<file path="config.mk">
export PLATFORM = sky130hd
export DESIGN_NAME = edd_front
export DESIGN_NICKNAME = d
export VERILOG_FILES = /design/src/design/error_diffusion_dither_rgb_top_assert.svh /design/src/design/edd_pkg.sv /design/src/design/edd_front.sv
export SDC_FILE = /design/constraint.sdc
export NUM_CORES = 1
export LEC_CHECK = 0
export ABC_AREA = 1
export BUFFER_PORTS_ARGS = -buffer_cell sky130_fd_sc_hd__buf_4
export CAP_MARGIN = 0
export CORE_UTILIZATION = 30
export DETAILED_ROUTE_END_ITERATION = 16
export MAX_ROUTING_LAYER = met4
export PLACE_DENSITY_LB_ADDON = 0.15
export SLEW_MARGIN = 40
export SYNTH_ARGS = -nofsm -noshare
export SYNTH_HDL_FRONTEND = slang
export SYNTH_SLANG_ARGS = --single-unit
</file>
<file path="constraint.sdc">
create_clock -name clk -period 2.9 [get_ports clk]
set_input_delay 0.435 -clock clk [delete_from_list [all_inputs] [get_ports clk]]
set_output_delay 0.435 -clock clk [all_outputs]
set_load 0.01 [all_outputs]
</file>
<file path="src/design/error_diffusion_dither_rgb_top_assert.svh">
// Assertion macros used by the dither back end
`ifndef ERROR_DIFFUSION_DITHER_RGB_TOP_ASSERT_SVH
`define ERROR_DIFFUSION_DITHER_RGB_TOP_ASSERT_SVH

// Condition implies consequence in the same cycle
`define EDD_ASSERT_NOW(label, ante, cons, msg) \
	label: assert property (@(posedge clk) disable iff (!arst_n) (ante) |-> (cons)) \
		else $error(msg);

// Condition implies consequence in the next cycle
`define EDD_ASSERT_NEXT(label, ante, cons, msg) \
	label: assert property (@(posedge clk) disable iff (!arst_n) (ante) |=> (cons)) \
		else $error(msg);

`endif

</file>
<file path="src/design/edd_pkg.sv">
// Shared constants and types of the error diffusion dither block
package edd_pkg;

	// Line store geometry
	localparam int MAX_WIDTH = 1024;
	localparam int COL_W     = $clog2(MAX_WIDTH);
	localparam int CNT_W     = COL_W + 1;
	localparam int IMGW_W    = 11;
	localparam int CMP_W     = (CNT_W > IMGW_W) ? CNT_W : IMGW_W;

	// Pixel and error widths
	localparam int PIX_W    = 8;
	localparam int LEVEL_W  = 8;
	localparam int ERR_W    = 10;
	localparam int CHANNELS = 3;
	localparam int LINE_W   = CHANNELS * ERR_W;
	localparam int SUM_W    = 12;
	localparam int PROD_W   = 16;

	// Configuration port
	localparam int CFG_IDX_W  = 1;
	localparam int CFG_DATA_W = 11;
	localparam logic [CFG_IDX_W-1:0] REG_LEVELS = 1'd0;
	localparam logic [CFG_IDX_W-1:0] REG_WIDTH  = 1'd1;

	// Queue between front and back
	localparam int QUEUE_DEPTH = 2;
	localparam int QUEUE_PTR_W = $clog2(QUEUE_DEPTH);

	typedef logic [COL_W-1:0]           col_t;
	typedef logic [CNT_W-1:0]           cnt_t;
	typedef logic [CMP_W-1:0]           cmp_t;
	typedef logic [PIX_W-1:0]           pix8_t;
	typedef logic [PROD_W-1:0]          prod_t;
	typedef logic signed [SUM_W-1:0]    sum_t;
	typedef logic signed [ERR_W-1:0]    err_t;
	typedef err_t [CHANNELS-1:0]        err_rgb_t;

	localparam cnt_t FILL_MAX = cnt_t'(MAX_WIDTH);

	// One input pixel as it travels through the queue
	typedef struct packed {
		pix8_t blue;
		pix8_t green;
		pix8_t red;
		logic  frame_start;
	} pix_t;

	// Head of the queue as seen by the back end
	typedef struct packed {
		logic valid;
		pix_t pix;
	} qhead_t;

	// Effective configuration
	typedef struct packed {
		logic [LEVEL_W-1:0] levels;
		pix8_t              step;
		cnt_t               width;
	} cfg_t;

endpackage

</file>
<file path="src/design/edd_front.sv">
// Input front end: accepts pixels and queues them for the back end
module edd_front (
	input  logic                 clk,
	input  logic                 arst_n,
	input  logic                 in_valid,
	output logic                 in_ready,
	input  logic [7:0]           blue_in,
	input  logic [7:0]           green_in,
	input  logic [7:0]           red_in,
	input  logic                 frame_start,
	output edd_pkg::qhead_t      head,
	input  logic                 pop
);

	edd_pkg::pix_t                     entries_q [edd_pkg::QUEUE_DEPTH];
	logic [edd_pkg::QUEUE_PTR_W-1:0]   wr_ptr_q;
	logic [edd_pkg::QUEUE_PTR_W-1:0]   rd_ptr_q;
	logic [edd_pkg::QUEUE_PTR_W:0]     count_q;
	logic                              push;
	edd_pkg::pix_t                     pix_in;

	// Pack the incoming transfer
	always_comb begin
		pix_in.blue        = blue_in;
		pix_in.green       = green_in;
		pix_in.red         = red_in;
		pix_in.frame_start = frame_start;
	end

	assign in_ready   = (count_q != (edd_pkg::QUEUE_PTR_W + 1)'(edd_pkg::QUEUE_DEPTH));
	assign push       = in_valid && in_ready;
	assign head.valid = (count_q != '0);
	assign head.pix   = entries_q[rd_ptr_q];

	// Store accepted pixels
	always_ff @(posedge clk) begin
		if (push) begin
			entries_q[wr_ptr_q] <= pix_in;
		end
	end

	// Advance pointers and occupancy
	always_ff @(posedge clk or negedge arst_n) begin
		if (!arst_n) begin
			wr_ptr_q <= '0;
			rd_ptr_q <= '0;
			count_q  <= '0;
		end else begin
			if (push) begin
				wr_ptr_q <= wr_ptr_q + 1'b1;
			end
			if (pop) begin
				rd_ptr_q <= rd_ptr_q + 1'b1;
			end
			case ({push, pop})
				2'b10:   count_q <= count_q + 1'b1;
				2'b01:   count_q <= count_q - 1'b1;
				default: count_q <= count_q;
			endcase
		end
	end

endmodule

</file>
Yosys cells after proc, flatten, opt, wreduce, memory -nomap -nowiden
Memory sizes are Yosys's and may differ from the RTL's.
Cells that the tools add are included.
{"block": "classes", "n_reduce_logical": 3, "addsub": 4, "n_eq_ne": 3, "n_mux": 3}
{"cell": "$pmux 2 s2", "n": 1}
{"cell": "$reduce_bool 2->1", "n": 2}
{"cell": "$add 1x1->1 const B", "n": 2}
{"cell": "$add 2x1->2 const B", "n": 1}
{"cell": "$eq 2x1->1 const B", "n": 1}
{"cell": "$eq 2x2->1 const B", "n": 1}
{"cell": "$mux 1", "n": 2}
{"cell": "$ne 2x2->1 const B", "n": 1}
{"cell": "$sub 2x1->2 const B", "n": 1}
{"cell": "$logic_and 1x1->1", "n": 1}
{"block": "word_totals", "out_inout_bits": 27, "ramBits": 50, "mem_count": 1, "ff_bits": 4, "word_cells": 17, "inputBits": 29}
{"memory": "entries_q", "depth": 2, "word_bits": 25, "rd": 1, "rd_ports_with_merged_regs": 0, "wr": 1, "line_no": "edd_front.sv:15", "text": "edd_pkg::pix_t entries_q [edd_pkg::QUEUE_DEPTH];"}

Depth between registers and ports, before layout
{"block": "depth", "ltp_word": 4, "depth_mapped": 9}

Worst setup path before layout
Ideal clock, no wire load.
{"block": "synth_timing", "kind": "register to register", "startpoint": "register count_q[0] in the netlist's numbering", "endpoint": "memory entries_q[0][0] in the netlist's numbering, enable pin", "setup_slack_ns": 0.838, "stages_incl_launch_ff": 5, "arrival_ns": 1.655, "path_cell_list": "dfrtp_1 -> inv_2 -> nand2_4 -> nand2_4 -> nor2_1"}
{"block": "synth_between", "elab_chain_cells": 4}
{"item": "from (decl)", "line_no": "edd_front.sv:18", "text": "logic [edd_pkg::QUEUE_PTR_W:0] count_q;"}
{"item": "from (signal assigned)", "line_no": "edd_front.sv:56", "text": "2'b10: count_q <= count_q + 1'b1;"}
{"item": "from (signal assigned)", "line_no": "edd_front.sv:57", "text": "2'b01: count_q <= count_q - 1'b1;"}
{"item": "from (signal assigned)", "line_no": "edd_front.sv:58", "text": "default: count_q <= count_q;"}
{"item": "$ne 2x2->1", "line_no": "edd_front.sv:30", "text": "assign in_ready = (count_q != (edd_pkg::QUEUE_PTR_W + 1)'(edd_pkg::QUEUE_DEPTH));"}
{"item": "named net in_ready", "line_no": "edd_front.sv:6", "text": "output logic in_ready,"}
{"item": "$logic_and 1x1->1", "line_no": "edd_front.sv:31", "text": "assign push = in_valid && in_ready;"}
{"item": "$mux 1", "line_no": "edd_front.sv:37", "text": "if (push) begin"}
{"item": "$mux 1 (implied by the code)", "line_no": "edd_front.sv:38", "text": "entries_q[wr_ptr_q] <= pix_in;"}
{"item": "to (decl)", "line_no": "edd_front.sv:15"}
The timed path passes the listed nets, and every way through them passes these cells.

==> impl_metrics.env <==
export IMPL_cts_buffer_depth=2
export IMPL_root_buffer="clkbuf_8"
export IMPL_cp_data_arrival_time_ps=1430
export IMPL_wl_met2_um=1490
export IMPL_core_area_um2=6760
export IMPL_slew_headroom_pct=55.7
export IMPL_outcome="finished, final reports clean"
export IMPL_place_gp_congestion=0.653
export IMPL_drt_total_wl_um=3460
export IMPL_cp_cell_sequence="nand2_1, o21ai_1, buf_4"
export IMPL_p_sw_mw=0.813
export IMPL_synth_area_um2=2100
export IMPL_setup_viol=0
export IMPL_post_dp_cell_area_um2=2560
export IMPL_multi_input_area_um2=328
export IMPL_ys_warn_count=0
export IMPL_syn_num_nets=186
export IMPL_critical_path_class="flip-flop to output port"
export IMPL_syn_instance_count=156
export IMPL_power_frac_seq_pct=46.4
export IMPL_cap_viol_max_count=0
export IMPL_worst_path_max_delay_cell="dfrtp_4"
export IMPL_finalCriticalPeriod_ps=1870
export IMPL_ys_ff_latch=54
export IMPL_cts_tree="yes"
export IMPL_fin_setup_tns_ps=0
export IMPL_pin_count=56
export IMPL_hold_ws_ps=303
export IMPL_grt_use_total_pct=10.7
export IMPL_hold_viol_final=0
export IMPL_drv_slew=0
export IMPL_required_ps=2470
export IMPL_grt_pass1_wl_um=5660
export IMPL_wl_met1_um=1680
export IMPL_design_area_um2=2720
export IMPL_htree_levels=2
export IMPL_ant_nets=0
export IMPL_clkTransAtPathRegs_ps=90
export IMPL_nets=245
export IMPL_dpl_hpwl_um=2290
export IMPL_p_int_mw=1.81
export IMPL_yosysSeqAreaShare_pct=76.4
export IMPL_antenna_found_initial=0
export IMPL_fin_crit_sh_pct=64.4
export IMPL_num_rows=30
export IMPL_grt_setup_unrepaired="no"
export IMPL_top_layer_used="met4"
export IMPL_peakVddDrop_mv=0.571
export IMPL_port_buffers=55
export IMPL_drt_iter0_drc=39
export IMPL_antenna_cells=0
export IMPL_dr_total_vias=1206
export IMPL_die_area_um2=7320
export IMPL_grt_pass1_vias=1139
export IMPL_ys_types=17
export IMPL_die_y_um=85.6
export IMPL_num_fill_cells=654
export IMPL_grt_max_degree=52
export IMPL_clock_sink_count=54
export IMPL_cp_end_kind="output port"
export IMPL_finalPower_mw=2.62
export IMPL_synth_area_per_cell_um2=13.4
export IMPL_met3_length_um=237
export IMPL_slowest_delay_ps=750
export IMPL_syn_to_final_growth_pct=30.0
export IMPL_die_w_um=85.6
export IMPL_drcViolationCount=0
export IMPL_drt_wirelength_per_cell_um=11.7
export IMPL_seqCellArea_um2=1610
export IMPL_worst_clock_skew_ps=5.57
export IMPL_drt_pass1_iter_count=3
export IMPL_vias_per_cell=4.07
export IMPL_tightest_slew_ps=663
export IMPL_p_per_area_nw_per_um2=962
export IMPL_pwr_share_clk_pct=21.9
export IMPL_p_leak_nw=1.16
export IMPL_start_util_pct=31.0
export IMPL_drive_gt1_share_pct=32.4
export IMPL_final_cells=296
export IMPL_placedCellCount=286
export IMPL_clock_latency_ps=300
export IMPL_pwr_share_comb_pct=31.7
export IMPL_hp_class="input pin to flip-flop"
export IMPL_cts_made_buffers=5
export IMPL_critPathMaxFanout=51
export IMPL_critPathLaunchType="flip-flop"
export IMPL_fmax_ghz=0.535
export IMPL_grt_overflow=0
export IMPL_p_sw_share_pct=31.0
[cell families after synthesis]
logic type | Yosys count | share of synthesized area, %
xor gates and xnor gates | 2 | 0.836
AOI/OAI and AO/OA | 26 | 6.21
and+or+nand+nor | 37 | 7.88
DFF | 54 | 76.4
buffers and inverters | 36 | 8.06
adders and majority gates | 1 | 0.597
[cell type report]
class,count,share of cell area (%)
well taps,80,3.67
flip-flops and latches,54,58.9
clock buffers,5,2.53
clock inverters,3,2.34
inverters,30,4.13
repair buffers,58,16.4
multi-input cells,66,12.0
[metal layers]
metal	global-route usage [%]	up-vias
met5	-	-
met4	4.55	0
met3	3.37	7
met2	15.5	43
met1	14.0	524
li1	-	632
[layout by cell type, fill, tap and decap left out]
cell and count:
dfrtp_4 1, clkinv_1 1, o21ai_1 25, xnor2_1 1
xor2_1 1, inv_2 1, buf_4 56, inv_1 29
edfxtp_1 50, clkbuf_8 5, a21oi_1 1, dlygate4sd3_1 1
nor2_2 1, buf_8 1, nand2_4 2, nand3_1 1
nor2_4 1, dfrtp_1 3, bufinv_16 2, nor2_1 1
nand2_1 30, nand4_1 1, ha_1 1
[Yosys cell counts (all sizes together)]
library cell | count | area (um2)
inv | 30 | 113
nand3 | 1 | 5.00
a21oi | 1 | 5.00
buf | 6 | 56.3
o21ai | 25 | 125
xnor2 | 1 | 8.76
nand2 | 32 | 135
xor2 | 1 | 8.76
ha | 1 | 12.5
edfxtp | 50 | 1500
nand4 | 1 | 6.26
dfrtp | 4 | 100
nor2 | 3 | 18.8
[power by group through the flow]
| stage | Clock [mW] | Sequential [mW] | Combinational (mW) |
|---|---|---|---|
| after global routing | 0.620 | 1.26 | 0.929 |
| after CTS | 0.591 | 1.22 | 0.839 |
| after floorplan | 0 | 1.13 | 0.566 |
| after global placement | 0 | 1.23 | 0.829 |
| final | 0.573 | 1.22 | 0.831 |
| after detailed placement | 0 | 1.24 | 0.835 |
[what timing repair did]
item                                   4_1_cts  5_1_grt
endpoints found under the hold margin        4        0
resized for setup                            0        0
hold buffers                                 1        0
buffers inserted                             0        0
[per-stage QoR]
stage                     worst slack, ps  utilization [%]
final                                1030             40.3
after global routing                  851             40.3
after CTS                             817             40.1
after detailed placement             1090             37.9
after global placement               1120             37.9
after floorplan                       838                -
[flip-flops by register name (all words and copies together), names as in the netlist]
signal	cells
count_q	2
entries_q	50
wr_ptr_q	1
rd_ptr_q	1
[final timing paths]
check	startpoint	to	slack, ps	cells past startpoint
max	rd_ptr_q	head[19]	1030	3
min	pop	rd_ptr_q	300	2
max reg2reg	count_q[0]	entries_q[0][3]	1110	5
min reg2reg	count_q[0]	count_q[0]	520	1
max in group asynchronous	arst_n	rd_ptr_q	2330	2
min in group asynchronous	arst_n	count_q[1]	460	2
[worst max-delay path, delay by kind of cell, from the launching register on]
kind	cells	cell delay (ps)
DFF	1	750
and+or+nand+nor	1	90
buffers and inverters	1	150
AOI/OAI and AO/OA	1	130
Note: power is estimated with default switching activity, not from simulation.
